<file path="src/rtl/vsa_pkg.sv">
// ----------------------------------------------------------------------------
// vsa_pkg
// shared constants and codes for the variable segment allocator
// ----------------------------------------------------------------------------
package vsa_pkg;

    localparam int MAX_SEGS_DEF  = 32;
    localparam int ADDR_BITS_DEF = 16;

    localparam int OWNER_W = 16;
    localparam int WAIT_W  = 32;

    typedef logic [1:0] t_req;
    typedef logic [1:0] t_status;

    localparam t_req REQ_BEST = 2'd0;
    localparam t_req REQ_NEXT = 2'd1;
    localparam t_req REQ_FREE = 2'd2;

    localparam t_status ST_OK   = 2'd0;
    localparam t_status ST_FAIL = 2'd1;
    localparam t_status ST_FULL = 2'd2;

endpackage

</file>
<file path="src/rtl/vsa_seg_ram.sv">
// ----------------------------------------------------------------------------
// vsa_seg_ram
// segment table memory, one write port and one registered read port
// ----------------------------------------------------------------------------
module vsa_seg_ram #(
    parameter int DEPTH = vsa_pkg::MAX_SEGS_DEF,
    parameter int WIDTH = 81
) (
    input  logic                     i_clk,
    input  logic                     i_we,
    input  logic [$clog2(DEPTH)-1:0] i_waddr,
    input  logic [WIDTH-1:0]         i_wdata,
    input  logic [$clog2(DEPTH)-1:0] i_raddr,
    output logic [WIDTH-1:0]         o_rdata
);

    logic [WIDTH-1:0] r_mem [DEPTH];

    always_ff @(posedge i_clk) begin
        if (i_we) begin
            r_mem[i_waddr] <= i_wdata;
        end
        o_rdata <= r_mem[i_raddr];
    end

endmodule

</file>
<file path="src/rtl/variable_segment_allocator.sv">
// ----------------------------------------------------------------------------
// variable_segment_allocator
// best-fit / next-fit segment allocator with coalescing free
//
//   channel | direction | transfer when
//   --------+-----------+-----------------------------
//   in      | input     | i_in_valid & o_in_ready
//   out     | output    | o_out_valid & i_out_ready
//   cfg     | input     | i_cfg_we (no handshake)
//
// one request at a time through a sequencer and one table memory port.
// best fit and free scan the table once and next fit twice; free then reads both neighbours;
// a split shifts later entries up to make room, a merge shifts them down over the merged ones.
// after reset or a mem_size write, the init state rebuilds the table before ready.
// a stalled result holds in the output register; ready returns once the next
// result has moved into the output register.
// ----------------------------------------------------------------------------
module variable_segment_allocator #(
    parameter int MAX_SEGS  = vsa_pkg::MAX_SEGS_DEF,
    parameter int ADDR_BITS = vsa_pkg::ADDR_BITS_DEF
) (
    input  logic        i_clk,
    input  logic        i_rst_n,
    input  logic        i_cfg_we,
    input  logic [15:0] i_cfg_wdata,
    input  logic        i_in_valid,
    output logic        o_in_ready,
    input  logic [1:0]  i_req_type,
    input  logic [15:0] i_owner_id,
    input  logic [15:0] i_req_size,
    input  logic [31:0] i_wait_in,
    output logic        o_out_valid,
    input  logic        i_out_ready,
    output logic [1:0]  o_status,
    output logic [15:0] o_seg_addr,
    output logic [31:0] o_wait_out,
    output logic [15:0] o_free_total,
    output logic [5:0]  o_seg_count
);

    localparam int AW = ADDR_BITS;
    localparam int OW = vsa_pkg::OWNER_W;
    localparam int WW = vsa_pkg::WAIT_W;
    localparam int EW = 2 * AW + 1 + OW + WW;
    localparam int IW = $clog2(MAX_SEGS);
    localparam int CW = $clog2(MAX_SEGS + 1);

    typedef enum logic [3:0] {
        S_INIT, S_IDLE, S_BF_SCAN, S_NA_SCAN, S_NB_SETUP, S_NB_SCAN, S_FR_SCAN,
        S_PLACE_CHK, S_SH_RD, S_SH_WR, S_PL_WR_HI, S_PL_WR_LO,
        S_FR_PREV, S_FR_GPREV, S_FR_GNEXT, S_FR_WR
    } t_state;

    t_state r_state, r_after;
    logic   r_resp;

    logic [AW-1:0] r_mem_size, r_last, r_free, r_size, r_kstart;
    logic [AW-1:0] r_pstart, r_plen, r_nlen, r_addr;
    logic [CW-1:0] r_n, r_cur, r_j, r_t, r_k, r_si, r_lim;
    logic [1:0]    r_d;
    logic          r_up, r_found, r_pfree, r_nfree;
    vsa_pkg::t_req    r_type;
    vsa_pkg::t_status r_st;
    logic [OW-1:0] r_owner;
    logic [WW-1:0] r_wait, r_wout;
    logic [EW-1:0] r_ent;

    logic [EW-1:0] s_rd, s_wdata;
    logic [CW-1:0] s_raddr, s_waddr, s_nxt_cur, s_idx0;
    logic          s_we, s_last, s_hit, s_sh_done;

    logic          rd_used;
    logic [AW-1:0] rd_start, rd_len, ent_start, ent_len, bst_len, fr_len, wr_size;
    logic [OW-1:0] rd_owner;
    logic [WW-1:0] ent_wait;
    logic [AW-1:0] in_size;

    assign rd_used   = s_rd[EW-1];
    assign rd_start  = s_rd[EW-2 -: AW];
    assign rd_len    = s_rd[EW-2-AW -: AW];
    assign rd_owner  = s_rd[WW +: OW];
    assign ent_start = r_ent[EW-2 -: AW];
    assign ent_len   = r_ent[EW-2-AW -: AW];
    assign ent_wait  = r_ent[WW-1:0];
    assign bst_len   = ent_len;
    assign in_size   = AW'(i_req_size);

    assign s_last    = (r_j == CW'(r_n - 1'b1));
    assign s_nxt_cur = (CW'(r_cur + 1'b1) == r_n) ? '0 : CW'(r_cur + 1'b1);
    assign s_idx0    = (CW'(r_k + (r_kstart != r_last)) == r_n) ? '0
                     : CW'(r_k + (r_kstart != r_last));
    assign s_sh_done = r_up ? (r_si <= r_lim) : (r_si >= r_lim);
    assign fr_len    = AW'(ent_len + (r_nfree ? r_nlen : '0) + (r_pfree ? r_plen : '0));
    assign wr_size   = r_size;

    always_comb begin
        case (r_state)
            S_BF_SCAN: s_hit = !rd_used && rd_len >= r_size && (!r_found || rd_len < bst_len);
            S_NB_SCAN: s_hit = !r_found && !rd_used && rd_len >= r_size;
            S_FR_SCAN: s_hit = !r_found && rd_used && rd_owner == r_owner;
            default:   s_hit = 1'b0;
        endcase
    end

    always_comb begin
        case (r_state)
            S_BF_SCAN, S_NA_SCAN, S_NB_SCAN, S_FR_SCAN: s_raddr = s_nxt_cur;
            S_NB_SETUP: s_raddr = s_idx0;
            S_SH_RD:    s_raddr = r_up ? CW'(r_si - 1'b1) : CW'(r_si + r_d);
            S_FR_PREV:  s_raddr = CW'(r_t - 1'b1);
            S_FR_GPREV: s_raddr = CW'(r_t + 1'b1);
            default:    s_raddr = '0;
        endcase
    end

    always_comb begin
        s_we    = 1'b0;
        s_waddr = r_t;
        s_wdata = {1'b0, ent_start, ent_len, r_ent[WW +: OW], ent_wait};
        case (r_state)
            S_INIT: begin
                s_we    = 1'b1;
                s_waddr = '0;
                s_wdata = {1'b0, {AW{1'b0}}, r_mem_size, {OW{1'b0}}, {WW{1'b0}}};
            end
            S_SH_WR: begin
                s_we    = 1'b1;
                s_waddr = r_si;
                s_wdata = s_rd;
            end
            S_PL_WR_HI: begin
                s_we    = 1'b1;
                s_waddr = CW'(r_t + 1'b1);
                s_wdata = {1'b0, AW'(ent_start + wr_size), AW'(ent_len - wr_size),
                           {OW{1'b0}}, {WW{1'b0}}};
            end
            S_PL_WR_LO: begin
                s_we    = 1'b1;
                s_wdata = {1'b1, ent_start, wr_size, r_owner, r_wait};
            end
            S_FR_WR: begin
                s_we    = 1'b1;
                s_waddr = r_pfree ? CW'(r_t - 1'b1) : r_t;
                s_wdata = {1'b0, r_pfree ? r_pstart : ent_start, fr_len,
                           {OW{1'b0}}, {WW{1'b0}}};
            end
            default: begin
                s_we = 1'b0;
            end
        endcase
    end

    vsa_seg_ram #(
        .DEPTH (MAX_SEGS),
        .WIDTH (EW)
    ) u_ram (
        .i_clk   (i_clk),
        .i_we    (s_we),
        .i_waddr (s_waddr[IW-1:0]),
        .i_wdata (s_wdata),
        .i_raddr (s_raddr[IW-1:0]),
        .o_rdata (s_rd)
    );

    assign o_in_ready = (r_state == S_IDLE) && !r_resp;

    always_ff @(posedge i_clk) begin
        if (!i_rst_n) begin
            r_state     <= S_INIT;
            r_after     <= S_IDLE;
            r_resp      <= 1'b0;
            r_mem_size  <= AW'(16'hFFFF);
            r_n         <= CW'(1);
            r_last      <= '0;
            r_free      <= AW'(16'hFFFF);
            o_out_valid <= 1'b0;
        end else begin
            if (r_resp && (!o_out_valid || i_out_ready)) begin
                o_out_valid  <= 1'b1;
                o_status     <= r_st;
                o_seg_addr   <= 16'(r_addr);
                o_wait_out   <= r_wout;
                o_free_total <= 16'(r_free);
                o_seg_count  <= 6'(r_n);
                r_resp       <= 1'b0;
            end else if (o_out_valid && i_out_ready) begin
                o_out_valid <= 1'b0;
            end
            if (i_cfg_we) begin
                r_mem_size <= AW'(i_cfg_wdata);
                r_state    <= S_INIT;
            end else begin
                case (r_state)
                    S_INIT: begin
                        r_n     <= CW'(1);
                        r_last  <= '0;
                        r_free  <= r_mem_size;
                        r_state <= S_IDLE;
                    end
                    S_IDLE: begin
                        if (i_in_valid && o_in_ready) begin
                            r_type  <= i_req_type;
                            r_owner <= i_owner_id;
                            r_size  <= in_size;
                            r_wait  <= i_wait_in;
                            r_st    <= vsa_pkg::ST_FAIL;
                            r_addr  <= '0;
                            r_wout  <= '0;
                            r_found <= 1'b0;
                            r_cur   <= '0;
                            r_j     <= '0;
                            r_k     <= '0;
                            r_kstart <= '0;
                            if (i_req_type == vsa_pkg::REQ_BEST
                                    || i_req_type == vsa_pkg::REQ_NEXT) begin
                                if (in_size == '0 || r_free < in_size) begin
                                    r_resp <= 1'b1;
                                end else if (i_req_type == vsa_pkg::REQ_BEST) begin
                                    r_state <= S_BF_SCAN;
                                end else begin
                                    r_state <= S_NA_SCAN;
                                end
                            end else if (i_req_type == vsa_pkg::REQ_FREE) begin
                                r_state <= S_FR_SCAN;
                            end else begin
                                r_resp <= 1'b1;
                            end
                        end
                    end
                    S_BF_SCAN, S_NB_SCAN, S_FR_SCAN: begin
                        if (s_hit) begin
                            r_found <= 1'b1;
                            r_t     <= r_cur;
                            r_ent   <= s_rd;
                        end
                        r_cur <= s_nxt_cur;
                        r_j   <= CW'(r_j + 1'b1);
                        if (s_last) begin
                            if (!(r_found || s_hit)) begin
                                r_state <= S_IDLE;
                                r_resp  <= 1'b1;
                            end else if (r_state == S_FR_SCAN) begin
                                r_state <= S_FR_PREV;
                            end else begin
                                r_state <= S_PLACE_CHK;
                            end
                        end
                    end
                    S_NA_SCAN: begin
                        if (rd_start <= r_last) begin
                            r_k      <= r_cur;
                            r_kstart <= rd_start;
                        end
                        r_cur <= s_nxt_cur;
                        r_j   <= CW'(r_j + 1'b1);
                        if (s_last) begin
                            r_state <= S_NB_SETUP;
                        end
                    end
                    S_NB_SETUP: begin
                        r_cur   <= s_idx0;
                        r_j     <= '0;
                        r_state <= S_NB_SCAN;
                    end
                    S_PLACE_CHK: begin
                        if (ent_len > r_size) begin
                            if (r_n >= CW'(MAX_SEGS)) begin
                                r_st    <= vsa_pkg::ST_FULL;
                                r_resp  <= 1'b1;
                                r_state <= S_IDLE;
                            end else begin
                                r_up    <= 1'b1;
                                r_si    <= r_n;
                                r_lim   <= CW'(r_t + 1'b1);
                                r_after <= S_PL_WR_HI;
                                r_state <= S_SH_RD;
                            end
                        end else begin
                            r_state <= S_PL_WR_LO;
                        end
                    end
                    S_SH_RD: begin
                        if (s_sh_done) begin
                            r_state <= r_after;
                            if (r_after == S_IDLE) begin
                                r_resp <= 1'b1;
                            end
                        end else begin
                            r_state <= S_SH_WR;
                        end
                    end
                    S_SH_WR: begin
                        r_si    <= r_up ? CW'(r_si - 1'b1) : CW'(r_si + 1'b1);
                        r_state <= S_SH_RD;
                    end
                    S_PL_WR_HI: begin
                        r_n     <= CW'(r_n + 1'b1);
                        r_state <= S_PL_WR_LO;
                    end
                    S_PL_WR_LO: begin
                        r_free <= AW'(r_free - r_size);
                        r_st   <= vsa_pkg::ST_OK;
                        r_addr <= ent_start;
                        if (r_type == vsa_pkg::REQ_NEXT) begin
                            r_last <= ent_start;
                        end
                        r_resp  <= 1'b1;
                        r_state <= S_IDLE;
                    end
                    S_FR_PREV: begin
                        r_state <= S_FR_GPREV;
                    end
                    S_FR_GPREV: begin
                        r_pfree  <= (r_t != '0) && !rd_used;
                        r_pstart <= rd_start;
                        r_plen   <= rd_len;
                        r_state  <= S_FR_GNEXT;
                    end
                    S_FR_GNEXT: begin
                        r_nfree <= (CW'(r_t + 1'b1) < r_n) && !rd_used;
                        r_nlen  <= rd_len;
                        r_state <= S_FR_WR;
                    end
                    S_FR_WR: begin
                        r_free  <= AW'(r_free + ent_len);
                        r_st    <= vsa_pkg::ST_OK;
                        r_addr  <= ent_start;
                        r_wout  <= ent_wait;
                        r_up    <= 1'b0;
                        r_after <= S_IDLE;
                        if (r_pfree && r_nfree) begin
                            r_si    <= r_t;
                            r_d     <= 2'd2;
                            r_lim   <= CW'(r_n - 2'd2);
                            r_n     <= CW'(r_n - 2'd2);
                            r_state <= S_SH_RD;
                        end else if (r_pfree) begin
                            r_si    <= r_t;
                            r_d     <= 2'd1;
                            r_lim   <= CW'(r_n - 1'b1);
                            r_n     <= CW'(r_n - 1'b1);
                            r_state <= S_SH_RD;
                        end else if (r_nfree) begin
                            r_si    <= CW'(r_t + 1'b1);
                            r_d     <= 2'd1;
                            r_lim   <= CW'(r_n - 1'b1);
                            r_n     <= CW'(r_n - 1'b1);
                            r_state <= S_SH_RD;
                        end else begin
                            r_resp  <= 1'b1;
                            r_state <= S_IDLE;
                        end
                    end
                    default: begin
                        r_state <= S_IDLE;
                    end
                endcase
            end
        end
    end

endmodule

</file>
<file path="config.mk">
export PLATFORM = sky130hd
export DESIGN_NAME = variable_segment_allocator
export DESIGN_NICKNAME = d
export VERILOG_FILES = /design/src/rtl/vsa_pkg.sv /design/src/rtl/vsa_seg_ram.sv /design/src/rtl/variable_segment_allocator.sv
export SDC_FILE = /design/constraint.sdc
export NUM_CORES = 2
export LEC_CHECK = 0
export BUFFER_PORTS_ARGS = -buffer_cell sky130_fd_sc_hd__buf_2
export CORE_ASPECT_RATIO = 1.4
export CORE_MARGIN = 2
export CORE_UTILIZATION = 50
export DETAILED_ROUTE_END_ITERATION = 16
export PLACE_DENSITY = 0.66
export SLEW_MARGIN = 20
export SYNTH_ARGS = -nofsm -noshare
export SYNTH_HDL_FRONTEND = slang
export SYNTH_SLANG_ARGS = --single-unit
</file>
<file path="constraint.sdc">
create_clock -name i_clk -period 16.7 [get_ports i_clk]
set_clock_uncertainty 0.15 [all_clocks]
set_input_delay 5.01 -clock i_clk [delete_from_list [all_inputs] [get_ports i_clk]]
set_output_delay 5.01 -clock i_clk [all_outputs]
set_load 0.02 [all_outputs]
</file>
==> flow_summary.ini <==
[yosys]
synthDominantCellAreaShare = 0.724
synth_cell_type_count = 82
syn_nets = 6577
syn_area_sq_mm = 0.123
yosys_most_used_dff = edfxtp_1
synth_area_leaders = edfxtp_1 (72%), mux4_2 (11%), dfxtp_1 (2.3%), ha_1 (1.5%), a22oi_1 (1.1%)
ys_seq_area_frac = 0.747
syn_area_per_cell_sq_um = 19.5
ys_warn_count = 0
ys_seq_elements = 3109
yosysTopAreaCell = edfxtp_1
synth_edf_count = 2966
postSynthCellCount = 6320
synth-async-reset-ratio = 0

[global_route]
use_met2 = 0.442
grt_pass1_wl_microns = 465000
use_met1 = 0.338
met3_usage = 0.0368
grt_max_degree = 137
grt.busiest_layer = met2
grt_pass1_vias = 65800
grtUsageTotal = 0.258
antenna_found_initial = 9
grt_overflow = 0

[run]
maxCapViolCount = 0

[finish]
area_delta_synth_final_pct = 12.2
post-route-util = 0.564
num-fill-cells = 18100
finalNetCount = 6855
drive_above_1_share = 0.216
stdcell_count = 10100
design_area_sq_mm = 0.138

[routing]
via_per_inst = 6.45
vias = 65100
dr.pass1.iters = 9
drt_wl_total_microns = 326000
wl_per_cell_microns = 32.3
drtIter0Drc = 8646
drc = 0
postRouteAntennaNets = 0

[critical_path]
cp_cell_sequence = buf_4, clkinv_1, nor2_1, nand2_1, nor2_1, buf_2
cp_top_family = buffers and inverters
cp-end-kind = output port
critPathKind = register to output port
arrival_ns = 2.65
worstPathMaxFanout = 20
cp_common_cell = nor2_1
cpPeakStageDelay_ns = 0.33
cp_num_buf_inv = 3
critPathSlowestCell = clkinv_1
crit_path_start_kind = register
required_ns = 11.54

[cts]
path_clk_slew_ns = 0.07
cts_buffers = 293
cts_resized = 0
htree_num_levels = 5
postCtsSetupBuffers = 0
insertion_delay_ns = 0.87
cts_tree = yes
hold_buffers = 0
clock_sinks = 3109
cts_max_path_buffers = 4
cts-root-buf = clkbuf_16

[timing]
setup_ws_ns = 8.89
holdWs_ns = 0.270
fmax_ghz = 0.128
fin_crit_sh = 0.467
max-slew-margin-rel = 0.197
worst_slew_pin_slew_ns = 1.20
tns_ns = 0
maxSlewViolCount = 0
hold_viol = 0
rsz0062_at_grt = no
finalSetupViolations = 0
period_minus_slack_ns = 7.81

[die]
num_io_pins = 161
die-area_sq_mm = 0.250
core_area_sq_mm = 0.245
initial_core_util = 0.503
die_h_microns = 591
die_w_microns = 423
row_count = 215

[min_path]
hold_class = register to register

[placement]
dp.cells = 9556
dp_worst_setup_slack_ns = 8.29
place_area_sq_mm = 0.128
routabilityCongestion = 0.899
hpwl_microns = 165000
port_buffers = 160

[power_and_ir_drop]
peakVddDrop_mv = 0.0733
fin_total_pwr_mw = 17.3
p_per_area_mw_per_mm2 = 126
leakage_nw = 45.3

[run_status]
outcome = complete, no violations
==> power by group <==
group	switching, mW	internal (mW)	total, mW
sequential	0.158	8.94	9.10
clock	2.85	3.94	6.79
combinational	0.921	0.525	1.45
total	3.93	13.4	17.3
==> cell usage in the layout, fill, tap and decap left out, types with 41 or more instances in the layout <==
cell type	Yosys	routed
edfxtp_1	2966	2966
mux4_2	628	628
clkbuf_16	0	307
nand2_1	201	200
a22oi_1	181	181
buf_2	71	160
inv_1	154	154
ha_1	150	150
dfxtp_1	143	143
a22o_1	141	141
buf_4	14	134
a21oi_1	138	125
nor2_1	160	118
nor3_1	108	106
a31oi_1	97	94
o21ai_0	96	88
xnor2_1	88	88
and2_1	88	86
a222oi_1	74	74
nand3_1	73	73
clkbuf_1	195	67
xor2_1	66	66
mux2i_1	52	52
clkinv_2	0	43
nor2_4	0	41
==> kinds of logic (layout without fill, tap and decap cells) <==
| family | count (synthesis) | after routing | synth area share |
|---|---|---|---|
| AO/OA/AOI/OAI | 947 | 947 | 0.0560 |
| buffers and inverters | 491 | 997 | 0.0176 |
| multiplexers | 685 | 685 | 0.120 |
| flip-flops | 3109 | 3109 | 0.747 |
| adder cells (fa/ha/maj) | 170 | 170 | 0.0185 |
| AND/OR/NAND/NOR | 762 | 762 | 0.0299 |
| XOR/XNOR | 156 | 156 | 0.0113 |
| other | 0 | 7 | 0 |
==> worst reg2reg max path, cell delays in order (launching register included) <==
cell,delay [ns]
edfxtp_1,0.38
xor2_1,0.16
nor4_1,0.40
nand4_1,0.21
ha_1,0.25
ha_1,0.20
xnor2_1,0.25
xnor2_1,0.12
nor4_2,0.38
and2_1,0.35
o221a_4,0.60
buf_4,0.80
buf_4,0.77
buf_4,0.93
mux4_2,0.64
a22o_1,0.24
nor3_1,0.25
a31oi_1,0.08
==> routing by layer <==
layer	share of wire	wire (microns)
met2	0.51	166000
met1	0.37	122000
met5	0.000043	14
met3	0.083	27100
met4	0.036	11700
==> synthesized netlist by cell type (14+ instances only) <==
cell type  count
a21o_1        40
a21oi_1      138
and3_1        31
a222oi_1      74
xor2_1        66
inv_1        154
ha_1         150
nand2_1      201
nand4_1       19
nor2_1       160
and2_1        88
mux2i_1       52
dfxtp_1      143
buf_1         28
o221ai_1      15
a31oi_1       97
a22o_1       141
nor4_1        17
buf_2         71
a22oi_1      181
nor2b_1       16
nor3_1       108
o21ai_0       96
xnor2_1       88
o21a_1        21
buf_6         24
fa_1          20
mux4_2       628
nand3_1       73
a211oi_1      19
o211ai_1      15
buf_4         14
edfxtp_1    2966
clkbuf_1     195
==> final cells by class <==
cell class	instances	area [sq um]	share of cell area
Timing Repair Buffer	315	2210	0.0160
Inverter	159	597	0.00432
Multi-Input combinational cell	2720	29600	0.214
Sequential cell	3109	91900	0.665
Tap cell	3255	4070	0.0295
Antenna cell	7	17.5	0.000127
Clock inverter	134	1550	0.0112
Clock buffer	389	8140	0.0589
==> registers in the layout (all words and copies together), names as in the netlist, 32 cells and up <==
name           flops
r_wait            32
o_wait_out        32
u_ram.r_mem     2592
r_ent             80
u_ram.o_rdata     81
r_wout            32
==> worst paths after layout <==
| kind | start | end | slack (ns) | cells after the start |
|---|---|---|---|---|
| worst min-delay path | r_addr[13] | o_seg_addr[13] | 0.27 | 0 |
| worst min register to register | r_addr[13] | o_seg_addr[13] | 0.27 | 0 |
| worst max-delay path | r_state[0] | o_in_ready | 8.89 | 6 |
| worst max register to register | r_kstart[8] | u_ram.o_rdata[39] | 9.32 | 17 |
No activity file was read; power rests on OpenSTA's default activity.
